$ cat src/hdl/assert_macros.svh
// Assertion macros used by the top-level RTL file.
`ifndef ASSERT_MACROS_SVH
`define ASSERT_MACROS_SVH

// Same-cycle implication, disabled while in reset.
`define ASSERT_IMPL(label, clk, rst, ante, cons) \
  label: assert property (@(posedge clk) disable iff (rst) (ante) |-> (cons)) \
    else $error("same-cycle assertion failed");

// Next-cycle implication, disabled while in reset.
`define ASSERT_NEXT(label, clk, rst, ante, cons) \
  label: assert property (@(posedge clk) disable iff (rst) (ante) |=> (cons)) \
    else $error("next-cycle assertion failed");

`endif

$ cat src/hdl/lmts_pkg.sv
// Package: widths, register indexes and shared types of the template SAD block.
`default_nettype none
package lmts_pkg;

  localparam int LUMA_W        = 10;
  localparam int CHROMA_W      = 10;
  localparam int GAIN_W        = 16;
  localparam int SHIFT_W       = 5;
  localparam int OFFSET_W      = 16;
  localparam int THRESH_W      = 10;
  localparam int COUNT_W       = 2;
  localparam int PRED_W        = 16;
  localparam int SAD_W         = 24;
  localparam int PROD_W        = GAIN_W + LUMA_W + 1;
  localparam int DIFF_W        = PRED_W + 2;
  localparam int AD_W          = PRED_W + 1;
  localparam int CFG_IDX_W     = 3;
  localparam int CFG_DATA_W    = 16;

  localparam logic [SAD_W-1:0]   SAD_MAX    = {SAD_W{1'b1}};
  localparam logic [COUNT_W-1:0] TWO_MODELS = COUNT_W'(2);
  localparam logic [COUNT_W-1:0] ONE_MODEL  = COUNT_W'(1);

  // Register indexes on the configuration port
  localparam logic [CFG_IDX_W-1:0] REG_MODEL_COUNT    = CFG_IDX_W'(0);
  localparam logic [CFG_IDX_W-1:0] REG_MODEL0_GAIN    = CFG_IDX_W'(1);
  localparam logic [CFG_IDX_W-1:0] REG_MODEL0_SHIFT   = CFG_IDX_W'(2);
  localparam logic [CFG_IDX_W-1:0] REG_MODEL0_OFFSET  = CFG_IDX_W'(3);
  localparam logic [CFG_IDX_W-1:0] REG_MODEL1_GAIN    = CFG_IDX_W'(4);
  localparam logic [CFG_IDX_W-1:0] REG_MODEL1_SHIFT   = CFG_IDX_W'(5);
  localparam logic [CFG_IDX_W-1:0] REG_MODEL1_OFFSET  = CFG_IDX_W'(6);
  localparam logic [CFG_IDX_W-1:0] REG_LUMA_THRESHOLD = CFG_IDX_W'(7);

  typedef struct packed {
    logic [COUNT_W-1:0]         model_count;
    logic signed [GAIN_W-1:0]   model0_gain;
    logic [SHIFT_W-1:0]         model0_shift;
    logic signed [OFFSET_W-1:0] model0_offset;
    logic signed [GAIN_W-1:0]   model1_gain;
    logic [SHIFT_W-1:0]         model1_shift;
    logic signed [OFFSET_W-1:0] model1_offset;
    logic [THRESH_W-1:0]        luma_threshold;
  } model_cfg_t;

  // Prediction stage to accumulator
  typedef struct packed {
    logic signed [PRED_W-1:0] pred;
    logic [AD_W-1:0]          abs_diff;
    logic                     last;
  } pred_item_t;

  // Accumulator status seen by the top level
  typedef struct packed {
    logic             load;
    logic             last;
    logic [SAD_W-1:0] acc;
  } sad_status_t;

endpackage
`default_nettype wire

$ cat src/hdl/lmts_in_if.sv
// Input channel: one template sample pair per transfer.
`default_nettype none
interface lmts_in_if;
  logic                          valid;
  logic                          ready;
  logic [lmts_pkg::LUMA_W-1:0]   luma_sample;
  logic [lmts_pkg::CHROMA_W-1:0] reco_chroma;
  logic                          last_sample;

  modport source (output valid, output luma_sample, output reco_chroma,
                  output last_sample, input ready);
  modport sink   (input valid, input luma_sample, input reco_chroma,
                  input last_sample, output ready);
endinterface
`default_nettype wire

$ cat src/hdl/lmts_out_if.sv
// Output channel: prediction and running SAD per transfer.
`default_nettype none
interface lmts_out_if;
  logic                              valid;
  logic                              ready;
  logic signed [lmts_pkg::PRED_W-1:0] pred_chroma;
  logic [lmts_pkg::SAD_W-1:0]        running_sad;
  logic                              sad_final;

  modport source (output valid, output pred_chroma, output running_sad,
                  output sad_final, input ready);
  modport sink   (input valid, input pred_chroma, input running_sad,
                  input sad_final, output ready);
endinterface
`default_nettype wire

$ cat src/hdl/lmts_cfg_regs.sv
// Configuration register file for the two linear models.
`default_nettype none
module lmts_cfg_regs (
  input  wire logic                              clk,
  input  wire logic                              rst,
  input  wire logic                              cfg_we,
  input  wire logic [lmts_pkg::CFG_IDX_W-1:0]    cfg_index,
  input  wire logic [lmts_pkg::CFG_DATA_W-1:0]   cfg_data,
  output lmts_pkg::model_cfg_t                   cfg
);

  always_ff @(posedge clk) begin
    if (rst) begin
      cfg.model_count    <= lmts_pkg::ONE_MODEL;
      cfg.model0_gain    <= '0;
      cfg.model0_shift   <= '0;
      cfg.model0_offset  <= '0;
      cfg.model1_gain    <= '0;
      cfg.model1_shift   <= '0;
      cfg.model1_offset  <= '0;
      cfg.luma_threshold <= '0;
    end else if (cfg_we) begin
      case (cfg_index)
        lmts_pkg::REG_MODEL_COUNT:
          cfg.model_count <= cfg_data[lmts_pkg::COUNT_W-1:0];
        lmts_pkg::REG_MODEL0_GAIN:
          cfg.model0_gain <= $signed(cfg_data[lmts_pkg::GAIN_W-1:0]);
        lmts_pkg::REG_MODEL0_SHIFT:
          cfg.model0_shift <= cfg_data[lmts_pkg::SHIFT_W-1:0];
        lmts_pkg::REG_MODEL0_OFFSET:
          cfg.model0_offset <= $signed(cfg_data[lmts_pkg::OFFSET_W-1:0]);
        lmts_pkg::REG_MODEL1_GAIN:
          cfg.model1_gain <= $signed(cfg_data[lmts_pkg::GAIN_W-1:0]);
        lmts_pkg::REG_MODEL1_SHIFT:
          cfg.model1_shift <= cfg_data[lmts_pkg::SHIFT_W-1:0];
        lmts_pkg::REG_MODEL1_OFFSET:
          cfg.model1_offset <= $signed(cfg_data[lmts_pkg::OFFSET_W-1:0]);
        lmts_pkg::REG_LUMA_THRESHOLD:
          cfg.luma_threshold <= cfg_data[lmts_pkg::THRESH_W-1:0];
        default: begin
        end
      endcase
    end
  end

endmodule
`default_nettype wire

$ cat src/hdl/lmts_predict.sv
// Prediction pipeline: input register, model select and multiply, shift/offset/abs-diff.
`default_nettype none
module lmts_predict (
  input  wire logic                 clk,
  input  wire logic                 rst,
  input  wire lmts_pkg::model_cfg_t cfg,
  lmts_in_if.sink                   sample_in,
  output logic                      item_valid,
  input  wire logic                 item_ready,
  output lmts_pkg::pred_item_t      item
);

  // Stage 1: input register
  logic                          v1;
  logic [lmts_pkg::LUMA_W-1:0]   luma1;
  logic [lmts_pkg::CHROMA_W-1:0] reco1;
  logic                          last1;

  // Stage 2: product and selected model terms
  logic                               v2;
  logic signed [lmts_pkg::PROD_W-1:0] prod2;
  logic [lmts_pkg::SHIFT_W-1:0]       shift2;
  logic signed [lmts_pkg::OFFSET_W-1:0] offset2;
  logic [lmts_pkg::CHROMA_W-1:0]      reco2;
  logic                               last2;

  logic rdy1, rdy2, rdy3;

  logic                                 use1;
  logic signed [lmts_pkg::GAIN_W-1:0]   gain_sel;
  logic signed [lmts_pkg::PROD_W-1:0]   prod_next;
  logic signed [lmts_pkg::PROD_W-1:0]   shifted;
  logic signed [lmts_pkg::PRED_W-1:0]   pred_next;
  logic signed [lmts_pkg::DIFF_W-1:0]   diff;
  logic [lmts_pkg::DIFF_W-1:0]          abs_wide;

  assign rdy3            = !item_valid || item_ready;
  assign rdy2            = !v2 || rdy3;
  assign rdy1            = !v1 || rdy2;
  assign sample_in.ready = rdy1;

  // Model one only with two models and luma strictly above threshold
  assign use1 = (cfg.model_count == lmts_pkg::TWO_MODELS)
             && (luma1 > cfg.luma_threshold);
  assign gain_sel  = use1 ? cfg.model1_gain : cfg.model0_gain;
  assign prod_next = lmts_pkg::PROD_W'(gain_sel * $signed({1'b0, luma1}));

  // Floor shift, then 16-bit wrap on the offset add
  assign shifted   = prod2 >>> shift2;
  assign pred_next = shifted[lmts_pkg::PRED_W-1:0] + offset2;
  assign diff      = $signed({{(lmts_pkg::DIFF_W-lmts_pkg::CHROMA_W){1'b0}}, reco2})
                   - lmts_pkg::DIFF_W'(pred_next);
  assign abs_wide  = diff[lmts_pkg::DIFF_W-1] ? lmts_pkg::DIFF_W'(-diff)
                                              : lmts_pkg::DIFF_W'(diff);

  always_ff @(posedge clk) begin
    if (rst) begin
      v1         <= 1'b0;
      v2         <= 1'b0;
      item_valid <= 1'b0;
    end else begin
      if (rdy1) begin
        v1 <= sample_in.valid;
      end
      if (rdy2) begin
        v2 <= v1;
      end
      if (rdy3) begin
        item_valid <= v2;
      end
    end
  end

  always_ff @(posedge clk) begin
    if (rdy1 && sample_in.valid) begin
      luma1 <= sample_in.luma_sample;
      reco1 <= sample_in.reco_chroma;
      last1 <= sample_in.last_sample;
    end
    if (rdy2 && v1) begin
      prod2   <= prod_next;
      shift2  <= use1 ? cfg.model1_shift : cfg.model0_shift;
      offset2 <= use1 ? cfg.model1_offset : cfg.model0_offset;
      reco2   <= reco1;
      last2   <= last1;
    end
    if (rdy3 && v2) begin
      item.pred     <= pred_next;
      item.abs_diff <= abs_wide[lmts_pkg::AD_W-1:0];
      item.last     <= last2;
    end
  end

endmodule
`default_nettype wire

$ cat src/hdl/lmts_sad_acc.sv
// Saturating SAD accumulator and result register.
`default_nettype none
module lmts_sad_acc (
  input  wire logic                clk,
  input  wire logic                rst,
  input  wire logic                item_valid,
  output logic                     item_ready,
  input  wire lmts_pkg::pred_item_t item,
  lmts_out_if.source               result_out,
  output lmts_pkg::sad_status_t    status
);

  logic [lmts_pkg::SAD_W-1:0] acc;
  logic [lmts_pkg::SAD_W:0]   sum_wide;
  logic [lmts_pkg::SAD_W-1:0] acc_next;
  logic                       load;

  assign item_ready = !result_out.valid || result_out.ready;
  assign load       = item_valid && item_ready;

  assign sum_wide = {1'b0, acc} + (lmts_pkg::SAD_W + 1)'(item.abs_diff);
  assign acc_next = sum_wide[lmts_pkg::SAD_W] ? lmts_pkg::SAD_MAX
                                              : sum_wide[lmts_pkg::SAD_W-1:0];

  assign status.load = load;
  assign status.last = item.last;
  assign status.acc  = acc;

  always_ff @(posedge clk) begin
    if (rst) begin
      acc              <= '0;
      result_out.valid <= 1'b0;
    end else begin
      if (item_ready) begin
        result_out.valid <= item_valid;
      end
      if (load) begin
        acc <= item.last ? '0 : acc_next;
      end
    end
  end

  always_ff @(posedge clk) begin
    if (load) begin
      result_out.pred_chroma <= item.pred;
      result_out.running_sad <= acc_next;
      result_out.sad_final   <= item.last;
    end
  end

endmodule
`default_nettype wire

$ cat src/hdl/linear_model_template_sad.sv
// Top level: linear-model template SAD over a stream of template samples.
//
//  channel     dir  payload                                     handshake
//  sample_in   in   luma_sample, reco_chroma, last_sample       valid/ready
//  result_out  out  pred_chroma, running_sad, sad_final         valid/ready
//  cfg         in   cfg_index, cfg_data                         cfg_we only
//
// One sample per cycle sustained while the output accepts results; the result is
// registered in turn by the input, multiply, shift/offset/abs-diff and accumulate/result regs.
// Ready flows back stage by stage, so bubbles are squeezed out and a new
// sample is taken while a finished result still waits at the output.
// The running SAD is a saturating add that feeds back into the accumulator in the last stage.
// Synchronous reset clears all valids and the SAD; model count resets to one.
`default_nettype none
`include "assert_macros.svh"
module linear_model_template_sad (
  input  wire logic                            clk,
  input  wire logic                            rst,
  input  wire logic                            cfg_we,
  input  wire logic [lmts_pkg::CFG_IDX_W-1:0]  cfg_index,
  input  wire logic [lmts_pkg::CFG_DATA_W-1:0] cfg_data,
  lmts_in_if.sink                              sample_in,
  lmts_out_if.source                           result_out
);

  lmts_pkg::model_cfg_t  cfg;
  lmts_pkg::pred_item_t  item;
  lmts_pkg::sad_status_t status;
  logic                  item_valid;
  logic                  item_ready;

  // Model registers; the user must write them only while the pipeline is empty (not enforced here)
  lmts_cfg_regs u_cfg (
    .clk       (clk),
    .rst       (rst),
    .cfg_we    (cfg_we),
    .cfg_index (cfg_index),
    .cfg_data  (cfg_data),
    .cfg       (cfg)
  );

  // Input register, model multiply, prediction and absolute difference
  lmts_predict u_predict (
    .clk        (clk),
    .rst        (rst),
    .cfg        (cfg),
    .sample_in  (sample_in),
    .item_valid (item_valid),
    .item_ready (item_ready),
    .item       (item)
  );

  // Running SAD and result register
  lmts_sad_acc u_acc (
    .clk        (clk),
    .rst        (rst),
    .item_valid (item_valid),
    .item_ready (item_ready),
    .item       (item),
    .result_out (result_out),
    .status     (status)
  );

  // SAD restarts at zero after the last sample of a block
  `ASSERT_NEXT(a_sad_clears, clk, rst, status.load && status.last, status.acc == '0)
  // Saturating add never wraps below the previous total
  `ASSERT_NEXT(a_sad_no_wrap, clk, rst, status.load, result_out.running_sad >= $past(status.acc))
  // Stalls only come from the output side
  `ASSERT_IMPL(a_stall_source, clk, rst, !sample_in.ready, result_out.valid && !result_out.ready)

endmodule
`default_nettype wire
$ cat src/flat_wrapper.sv
// flat-port wrapper written by rule: the top's interface ports become plain ports
module linear_model_template_sad_flat 
  (clk, rst, cfg_we, cfg_index, cfg_data, sample_in_valid, sample_in_luma_sample, sample_in_reco_chroma, sample_in_last_sample, sample_in_ready, result_out_valid, result_out_pred_chroma, result_out_running_sad, result_out_sad_final, result_out_ready);
  lmts_in_if sample_in_i ();
  lmts_out_if result_out_i ();
  input  wire logic clk;
  input  wire logic rst;
  input  wire logic cfg_we;
  input  wire logic [lmts_pkg::CFG_IDX_W-1:0] cfg_index;
  input  wire logic [lmts_pkg::CFG_DATA_W-1:0] cfg_data;
  input wire logic [$bits(sample_in_i.valid)-1:0] sample_in_valid;
  input wire logic [$bits(sample_in_i.luma_sample)-1:0] sample_in_luma_sample;
  input wire logic [$bits(sample_in_i.reco_chroma)-1:0] sample_in_reco_chroma;
  input wire logic [$bits(sample_in_i.last_sample)-1:0] sample_in_last_sample;
  output wire logic [$bits(sample_in_i.ready)-1:0] sample_in_ready;
  output wire logic [$bits(result_out_i.valid)-1:0] result_out_valid;
  output wire logic [$bits(result_out_i.pred_chroma)-1:0] result_out_pred_chroma;
  output wire logic [$bits(result_out_i.running_sad)-1:0] result_out_running_sad;
  output wire logic [$bits(result_out_i.sad_final)-1:0] result_out_sad_final;
  input wire logic [$bits(result_out_i.ready)-1:0] result_out_ready;
  assign sample_in_i.valid = sample_in_valid;
  assign sample_in_i.luma_sample = sample_in_luma_sample;
  assign sample_in_i.reco_chroma = sample_in_reco_chroma;
  assign sample_in_i.last_sample = sample_in_last_sample;
  assign sample_in_ready = sample_in_i.ready;
  assign result_out_valid = result_out_i.valid;
  assign result_out_pred_chroma = result_out_i.pred_chroma;
  assign result_out_running_sad = result_out_i.running_sad;
  assign result_out_sad_final = result_out_i.sad_final;
  assign result_out_i.ready = result_out_ready;
  linear_model_template_sad u_core (.clk(clk), .rst(rst), .cfg_we(cfg_we), .cfg_index(cfg_index), .cfg_data(cfg_data), .sample_in(sample_in_i), .result_out(result_out_i));
endmodule
$ cat config.mk
export PLATFORM = sky130hd
export DESIGN_NAME = linear_model_template_sad_flat
export DESIGN_NICKNAME = d
export VERILOG_FILES = /design/src/hdl/lmts_pkg.sv /design/src/hdl/lmts_in_if.sv /design/src/hdl/lmts_out_if.sv /design/src/hdl/lmts_cfg_regs.sv /design/src/hdl/lmts_predict.sv /design/src/hdl/lmts_sad_acc.sv /design/src/hdl/linear_model_template_sad.sv /design/src/flat_wrapper.sv
export VERILOG_INCLUDE_DIRS = /design/src /design/src/hdl
export SDC_FILE = /design/constraint.sdc
export NUM_CORES = 1
export LEC_CHECK = 0
export BUFFER_PORTS_ARGS = -buffer_cell sky130_fd_sc_hd__buf_2
export CAP_MARGIN = 0
export CORE_MARGIN = 2
export CORE_UTILIZATION = 60
export CTS_BUF_LIST = sky130_fd_sc_hd__clkbuf_4
export CTS_CLUSTER_DIAMETER = 200
export DETAILED_ROUTE_END_ITERATION = 8
export PLACE_DENSITY_LB_ADDON = 0.12
export SYNTH_ARGS = -nofsm -noshare
export SYNTH_HDL_FRONTEND = slang
export SYNTH_SLANG_ARGS = --single-unit
$ cat constraint.sdc
create_clock -name clk -period 8.58 [get_ports clk]
set_input_delay 1.716 -clock clk [delete_from_list [all_inputs] [get_ports clk]]
set_output_delay 1.716 -clock clk [all_outputs]
set_load 0.03 [all_outputs]
==> reports/qor.txt, run 1 <==
Syn Inst Count - 2050
dominant cells by area after synthesis - edfxtp_1 24%, fa_1 15%, dfxtp_1 12%
TritonCTS Sinks - 269
Starting DRT DRC Count - 1019
synthesis-stage register bit count - 269
Max FO, Critical Path - 17
Setup crit end kind - flop
Final Non-Filler Cells - 2653
setup TNS - 0 ps
CTS buffer count - 72
crit-path most repeated cell - fa_1
R2R Path Start - u_core.u_predict.luma1[1]
first-pass GRT wire length - 72.8 mm
synthesized area - 19600 um2
Hold Crit Start - u_core.u_predict.item[30]
Clk pin slew, worst setup/hold paths - 60 ps
number of hold buffers added after CTS - 0
GRT Overall Usage - 27.0%
slowest stage cell, crit path - fa_1
Post-CTS Resized - 0
critical path class - flop to flop
Clock Skew - 48.2 ps
Yosys cell types - 75
Largest delay share family, worst path - adder cells
Placed Cells - 2524
setup repair bufs after CTS - 0
relative slew slack - 21.0%
ratio of cells with drive above 1 in the final layout - 13.5%
fin nets - 2463
Ports - 88
number of global-route vias before repair - 14669
Final Critical Period - 7970 ps
core area - 32400 um2
Max VDD drop - 0.153 mV
gpl congestion - 0.939
post-synth top area cell - edfxtp_1
Synthesis Warnings - 0
Post-synth ARST share - 0%
Slew @ Worst Pin - 1180 ps
DP Wirelength - 33.8 mm
die span in y - 185 um
Pins Over Slew Limit - 0
status - completed
PwrDens - 162 nW/um2
Vias - 14824
Routed Antenna Nets - 0
CTS tree - built
CTS max path bufs - 3
Required @ worst endpoint - 9000 ps
Yosys top cell area share - 23.7%
clock insertion delay at the later pin of the skew report - 710 ps
Critical Path Start Type - flop
Pleak - 9.38 nW
Die ar. - 34200 um2
pin count of the biggest net entering global routing - 94
die width - 185 um
first-pass detailed-route iteration total - 6
post-DR wirelength/cell - 16.7 um
Design Power - 3.49 mW
Critical Path Start - u_core.u_predict.luma1[1]
clock root buffer - clkbuf_4
Min Hold Slack - 418 ps
CP peak stage delay - 550 ps
via density per instance - 5.59
critical path buffer and inverter count - 5
I/O Buffers - 87
Max Fclk - 125 MHz
EDFF count, synth - 155
GR Overflow Total - 0
RSZ-0062 raised after global routing - no
HP Class - flop to flop
prevailing post-synth register cell - edfxtp_1
crit path DAT - 8390 ps
Fin. Hold Viols - 0
average size of a mapped cell - 9.57 um2
DR DRC count - 0
final setup fails - 0
fin crit share - 92.9%
Max Cap Viol - 0
Starting Density - 60.6%
sequential share of the synthesized area - 35.4%
post-synth net total - 2357
row count - 66
initial antenna violation count - 2
Synth-to-Final Area Change - 9.72%
H-Tree Depth - 3
Routed WL - 44.3 mm
state kept, by name (all words and copies together) (netlist names):
register                             flops
u_core.u_cfg.cfg                        86
u_core.u_predict.item                   34
u_core.u_predict.prod2                  27
u_core.u_acc.acc                        24
u_core.u_acc.result_out.running_sad     24
u_core.u_acc.result_out.pred_chroma     16
u_core.u_predict.offset2                16
u_core.u_predict.luma1                  10
u_core.u_predict.reco1                  10
u_core.u_predict.reco2                  10
u_core.u_predict.shift2                  5
u_core.u_acc.result_out.sad_final        1
u_core.u_acc.result_out.valid            1
u_core.u_predict.item_valid              1
u_core.u_predict.last1                   1
u_core.u_predict.last2                   1
u_core.u_predict.v1                      1
u_core.u_predict.v2                      1
Yosys cell counts (all sizes together), types with 9 or more instances:
cell type  instances
fa               148
nand2b            16
a21boi            10
nor2             101
o211ai            17
nand2            329
nand3             23
nor2b             42
or3               10
mux4               9
a211oi            10
xor2              17
o31a              12
inv              247
o21a              26
o21ai             80
mux2i             34
edfxtp           155
clkbuf            61
mux2              46
and2              74
nor3              22
a21oi            153
a21o              20
ha               114
xnor2             50
buf               13
dfxtp            114
cells in the final DEF, fill, tap and decap left out, types with 7 or more instances in the layout:
cell type    n
a211oi_1    10
a21boi_0     8
a21o_1      20
a21oi_1    151
a31oi_1      8
and2_1      72
and3_1       7
buf_2       87
buf_4       19
clkbuf_4   110
clkinv_1     9
dfxtp_1    114
edfxtp_1   155
fa_1       148
ha_1       114
inv_1      246
mux2_2      46
mux2i_1     34
mux4_2       9
nand2_1    329
nand2b_1    16
nand3_1     23
nor2_1     100
nor2b_1     41
nor3_1      22
o211ai_1    17
o21a_1      26
o21ai_0     75
o31a_1      12
or3_1       10
xnor2_1     49
xor2_1      17
per-stage QoR:
step / area [um2] / setup WS [ps] / util [%]
after floorplan: 19600 / 1070 / -
after global placement: 20500 / 706 / 63.3
after detailed placement: 20500 / 636 / 63.3
after CTS: 21500 / 596 / 66.5
after global routing: 21500 / 129 / 66.5
final: 21500 / 607 / 66.5
power by group:
group	total (mW)	internal, mW	switching (mW)
registers	1.49	1.45	0.0415
clock network	1.25	0.733	0.520
logic	0.748	0.293	0.455
total	3.49	2.47	1.02
cells by family after synthesis:
family | synth area share, %
mux | 5.41
other cells | 0.0191
compound gates | 12.6
simple gates | 15.0
xor+xnor | 3.03
buf+inv | 6.21
fa+ha+maj | 22.4
flops | 35.4
layout make-up:
| class | instances | area (um2) |
|---|---|---|
| Antenna cell | 3 | 7.51 |
| Clock buffer | 110 | 826 |
| Clock inverter | 16 | 198 |
| Fill cell | 2703 | 10800 |
| Inverter | 248 | 931 |
| Multi-Input combinational cell | 1459 | 11500 |
| Sequential cell | 269 | 6940 |
| Tap cell | 442 | 553 |
| Timing Repair Buffer | 106 | 578 |
per-layer routing:
metal  up-vias  GRT usage (%)  part of all wire [%]
met5         -              0                     0
met4         0           13.1                   4.0
met3       100           3.46                   4.6
met2       461           47.2                    50
met1      7101           33.0                    41
li1       7162              -                     -
path summary, 6_finish.rpt:
kind                                                   to  slack [ps]  cells past startpoint
setup / recovery               u_core.u_predict.prod2[25]         610                     30
hold / removal    u_core.u_acc.result_out.pred_chroma[12]         420                      0
setup reg to reg               u_core.u_predict.prod2[25]         610                     30
hold reg to reg   u_core.u_acc.result_out.pred_chroma[12]         420                      0
No activity file was read; power rests on OpenSTA's default activity.
==> inputs of run 2 (changes only) <==
Settings changed: CORE_UTILIZATION 60 to 59, MAX_ROUTING_LAYER from default to met4.
Clock period 8.58 ns to 6.7 ns, I/O delays scaled along.
==> run 2 against run 1 <==
Combinational power increased by 43%. Clock skew increased by 19 ps. The run now ends with setup timing left. Flip-flop and latch count unchanged. Critical endpoint is now u_core.u_predict.prod2[26]. Non-clock buffer count increased by 148. Global-route usage increased by 1.3 points.
==> reports/qor.txt, run 2 (synthesis gave the netlist of run 1 again) <==
Routed WL - 47.2 mm
final setup fails - 16
slowest stage cell, crit path - fa_1
ratio of cells with drive above 1 in the final layout - 22.8%
Design Power - 4.49 mW
relative slew slack - 18.7%
crit path DAT - 7660 ps
status - finished with violations
setup slack, reg-to-reg - -510 ps
GR Overflow Total - 0
HP Class - flop to flop
H-Tree Depth - 3
first-pass GRT wire length - 77.2 mm
Fin. Hold Viols - 0
CTS buffer count - 73
CTS tree - built
via density per instance - 5.53
number of flip-flops under the largest register name - 86
Pins Over Slew Limit - 0
first-pass detailed-route iteration total - 5
RSZ-0062 raised after global routing - yes
biggest regs - u_core.u_cfg.cfg x86, u_core.u_predict.item x34, u_core.u_predict.prod2 x27
Max Fclk - 139 MHz
Final Critical Period - 7210 ps
gpl congestion - 0.907
number of global-route vias before repair - 15885
critical path class - flop to flop
post-DR wirelength/cell - 16.8 um
Die ar. - 34700 um2
register with the most flip-flops - u_core.u_cfg.cfg
pin count of the biggest net entering global routing - 94
core area - 32600 um2
Required @ worst endpoint - 7150 ps
commonest non-fill, non-tap cell in the layout - nand2_1
TritonCTS Sinks - 269
DR DRC count - 0
slack of the critical path - -513 ps
die width - 186 um
final instance area - 23200 um2
Clock Skew - 67.5 ps
Clk pin slew, worst setup/hold paths - 60 ps
number of hold buffers added after CTS - 0
failing checks - setup timing
Ports - 88
die span in y - 186 um
Starting Density - 60.2%
Max VDD drop - 0.154 mV
DP Wirelength - 35.1 mm
Starting DRT DRC Count - 845
Setup crit end kind - flop
Critical Path Start Type - flop
most frequent cells in the layout - 311 x nand2_1, 229 x inv_1, 155 x edfxtp_1
Slew @ Worst Pin - 1220 ps
Area after DPL - 21400 um2
GRT Overall Usage - 28.3%
Min Hold Slack - 411 ps
Routed Antenna Nets - 0
I/O Buffers - 87
CP peak stage delay - 530 ps
crit-path most repeated cell - fa_1
Vias - 15532
Synth-to-Final Area Change - 18.3%
initial antenna violation count - 2
fin crit share - 108%
CTS max path bufs - 3
clock insertion delay at the later pin of the skew report - 760 ps
fill count - 2444
fin nets - 2612
Max FO, Critical Path - 7
Pleak - 10.2 nW
Max Cap Viol - 0
PwrDens - 193 nW/um2
clock root buffer - clkbuf_4
row count - 66
run 2: through the flow:
stage,setup slack (ps),cells,setup TNS [ps],utilization (%)
after CTS,-490,2793,-3950,70.2
final,-513,2809,-5160,71.2
after floorplan,-337,2050,-2070,-
after global routing,-751,2809,-9290,71.2
after global placement,-400,2624,-3520,65.5
after detailed placement,-652,2624,-5660,65.5
run 2: worst paths after layout:
path,startpoint,to,cells past startpoint
hold reg to reg,u_core.u_predict.item[27],u_core.u_acc.result_out.pred_chroma[9],0
setup reg to reg,u_core.u_predict.luma1[1],u_core.u_predict.prod2[26],30
setup / recovery,u_core.u_predict.luma1[1],u_core.u_predict.prod2[26],30
hold / removal,u_core.u_predict.item[27],u_core.u_acc.result_out.pred_chroma[9],0
run 2: worst max-delay path: cells and delay by family, from the launching register on:
family / cells / cell delay [ps]
adders and majority gates: 7 / 2930
AOI/OAI and AO/OA: 12 / 2290
buffers and inverters: 5 / 530
DFF: 1 / 440
muxes: 1 / 340
and+or+nand+nor: 4 / 330
xor gates and xnor gates: 1 / 90
run 2: power breakdown:
group	switching [mW]	internal, mW	total [mW]
clock	0.700	0.834	1.53
combinational	0.636	0.433	1.07
sequential	0.0360	1.85	1.89
total	1.37	3.12	4.49
run 2: layout make-up:
class / count / area [um2] / area share [%]
Antenna cell: 5 / 12.5 / 0.0539
Clock buffer: 111 / 833 / 3.59
Clock inverter: 21 / 140 / 0.604
Inverter: 248 / 931 / 4.01
Multi-Input combinational cell: 1459 / 12000 / 51.7
Sequential cell: 269 / 6940 / 29.9
Tap cell: 442 / 553 / 2.38
Timing Repair Buffer: 254 / 1810 / 7.79
run 2: what timing repair did:
| action | in CTS | in global routing |
|---|---|---|
| resized for setup | 78 | 54 |
| pin swaps | 58 | 42 |
| endpoints found under the setup margin | 14 | 31 |
| buffers inserted | 39 | 14 |
run 2: per-layer routing:
layer | global-route usage (%) | wire length [um] | vias to the layer above
li1 | - | - | 7463
met1 | 31.8 | 18900 | 7520
met2 | 50.6 | 24500 | 413
met3 | 3.82 | 2150 | 136
met4 | 11.8 | 1730 | 0
met5 | - | 0 | -
==> inputs of run 3 (changes only) <==
Settings changed: TNS_END_PERCENT from default to 20.
==> run 3 against run 2 <==
Setup slack worse by 31 ps. Clock skew is 11 ps lower. Register-to-register slack worse by 30 ps. Die area stayed put. The flow still finishes with violations (setup timing). Cell count is 1.5% lower. Sequential share of layout area is 0.45 points higher. Largest power group unchanged. Highest routed layer unchanged. Count of clock-buffer cells in the layout stayed put. Global-route usage is 0.54 points lower.
==> reports/qor.txt, run 3 (synthesis gave the netlist of run 1 again) <==
biggest regs - u_core.u_cfg.cfg x86, u_core.u_predict.item x34, u_core.u_predict.prod2 x27
CTS tree - built
first-pass GRT wire length - 75.8 mm
die span in y - 186 um
first-pass detailed-route iteration total - 5
initial antenna violation count - 2
setup slack, reg-to-reg - -540 ps
slack of the critical path - -545 ps
commonest non-fill, non-tap cell in the layout - nand2_1
crit path DAT - 7670 ps
RSZ-0062 raised after global routing - yes
Max Fclk - 138 MHz
Routed Antenna Nets - 0
R2R depth - 31
Pins Over Slew Limit - 0
Ports - 88
post-DR wirelength/cell - 16.8 um
gpl congestion - 0.929
Design Power - 4.43 mW
Critical Path Start Type - flop
critical path class - flop to flop
Area after DPL - 21300 um2
Max Cap Viol - 0
setup TNS - -4010 ps
Critical Path Start - u_core.u_predict.luma1[1]
most frequent cells in the layout - 315 x nand2_1, 237 x inv_1, 155 x edfxtp_1
number of flip-flops under the largest register name - 86
Max FO, Critical Path - 6
Starting DRT DRC Count - 915
Final Critical Period - 7240 ps
Worst setup endpoint - u_core.u_predict.prod2[25]
fin nets - 2580
GR Overflow Total - 0
number of hold buffers added after CTS - 0
Vias - 15261
final instance area - 22900 um2
I/O Buffers - 87
worst slack, placed - -580 ps
PwrDens - 194 nW/um2
Worst R2R End - u_core.u_predict.prod2[25]
status - finished with violations
fill count - 2548
pin count of the biggest net entering global routing - 94
via density per instance - 5.51
HP Class - flop to flop
Starting Density - 60.2%
Max VDD drop - 0.165 mV
Clk pin slew, worst setup/hold paths - 60 ps
relative slew slack - 18.2%
die width - 186 um
number of global-route vias before repair - 15212
H-Tree Depth - 3
WP depth - 31
CTS buffer count - 72
fin crit share - 108%
failing checks - setup timing
GRT Overall Usage - 27.7%
CP peak stage delay - 540 ps
Required @ worst endpoint - 7130 ps
Pleak - 10.0 nW
DP Wirelength - 35.2 mm
R2R Path Start - u_core.u_predict.luma1[1]
Clock Skew - 56.3 ps
row count - 66
Routed WL - 46.5 mm
CTS max path bufs - 3
ratio of cells with drive above 1 in the final layout - 21.3%
Setup crit end kind - flop
slowest stage cell, crit path - fa_2
Die ar. - 34700 um2
critical path buffer and inverter count - 6
DR DRC count - 0
core area - 32600 um2
Slew @ Worst Pin - 1220 ps
TritonCTS Sinks - 269
clock root buffer - clkbuf_4
Largest delay share family, worst path - adder cells
clock insertion delay at the later pin of the skew report - 720 ps
final setup fails - 13
register with the most flip-flops - u_core.u_cfg.cfg
Synth-to-Final Area Change - 16.6%
Fin. Hold Viols - 0
## run 3: final cells by class
type / instances / area (um2) / share of cell area, %
clock inverters: 13 / 111 / 0.487
clock buffers: 111 / 833 / 3.64
flip-flops and latches: 269 / 6940 / 30.3
inverters: 248 / 931 / 4.07
diodes: 3 / 7.51 / 0.0328
multi-input cells: 1459 / 12000 / 52.4
well taps: 442 / 553 / 2.42
repair buffers: 223 / 1520 / 6.66
## run 3: repair_timing
item / 4_1_cts / 5_1_grt
gates resized for setup: 10 / 104
setup buffers: 0 / 18
cloned: 0 / 1
endpoints found under the setup margin: 14 / 30
pin swaps: 3 / 45
## run 3: worst min-delay path by stage
stage          cells past startpoint  slack, ps                       from                                      end
3_3_place_gp                       0        400  u_core.u_predict.item[33]  u_core.u_acc.result_out.pred_chroma[15]
6_report                           0        410  u_core.u_predict.reco1[6]                u_core.u_predict.reco2[6]
3_5_place_dp                       0        410  u_core.u_predict.reco1[6]                u_core.u_predict.reco2[6]
5_1_grt                            0        420  u_core.u_predict.item[25]   u_core.u_acc.result_out.pred_chroma[7]
4_1_cts                            0        420  u_core.u_predict.reco1[6]                u_core.u_predict.reco2[6]
2_1_floorplan                      0        400  u_core.u_predict.item[18]   u_core.u_acc.result_out.pred_chroma[0]
## run 3: stage by stage
stage	std cells	utilization [%]	hold WS [ps]
final	2768	70.1	412
after global routing	2768	70.1	420
after CTS	2746	68.4	416
after detailed placement	2622	65.4	405
after global placement	2622	65.4	401
after floorplan	2050	-	400
## run 3: metal layers
| layer | GRT usage, % | wire length [um] |
|---|---|---|
| met3 | 4.23 | 1960 |
| met5 | - | 0 |
| met4 | 10.4 | 1460 |
| met1 | 32.8 | 19400 |
| met2 | 48.0 | 23700 |
## run 3: where the power goes
group	internal [mW]	total, mW	leakage [nW]	switching [mW]
logic	0.424	1.05	7.10	0.630
clock network	0.827	1.49	0.561	0.658
registers	1.85	1.89	2.38	0.0361
## run 3: worst reg2reg max path: cells and delay by family, from the launching register on
family	cells	cell delay, ps
AO/OA/AOI/OAI	13	1930
XOR/XNOR	1	160
adder cells (fa/ha/maj)	7	2950
buffers and inverters	6	540
flip-flops	1	430
multiplexers	1	300
AND/OR/NAND/NOR	3	660
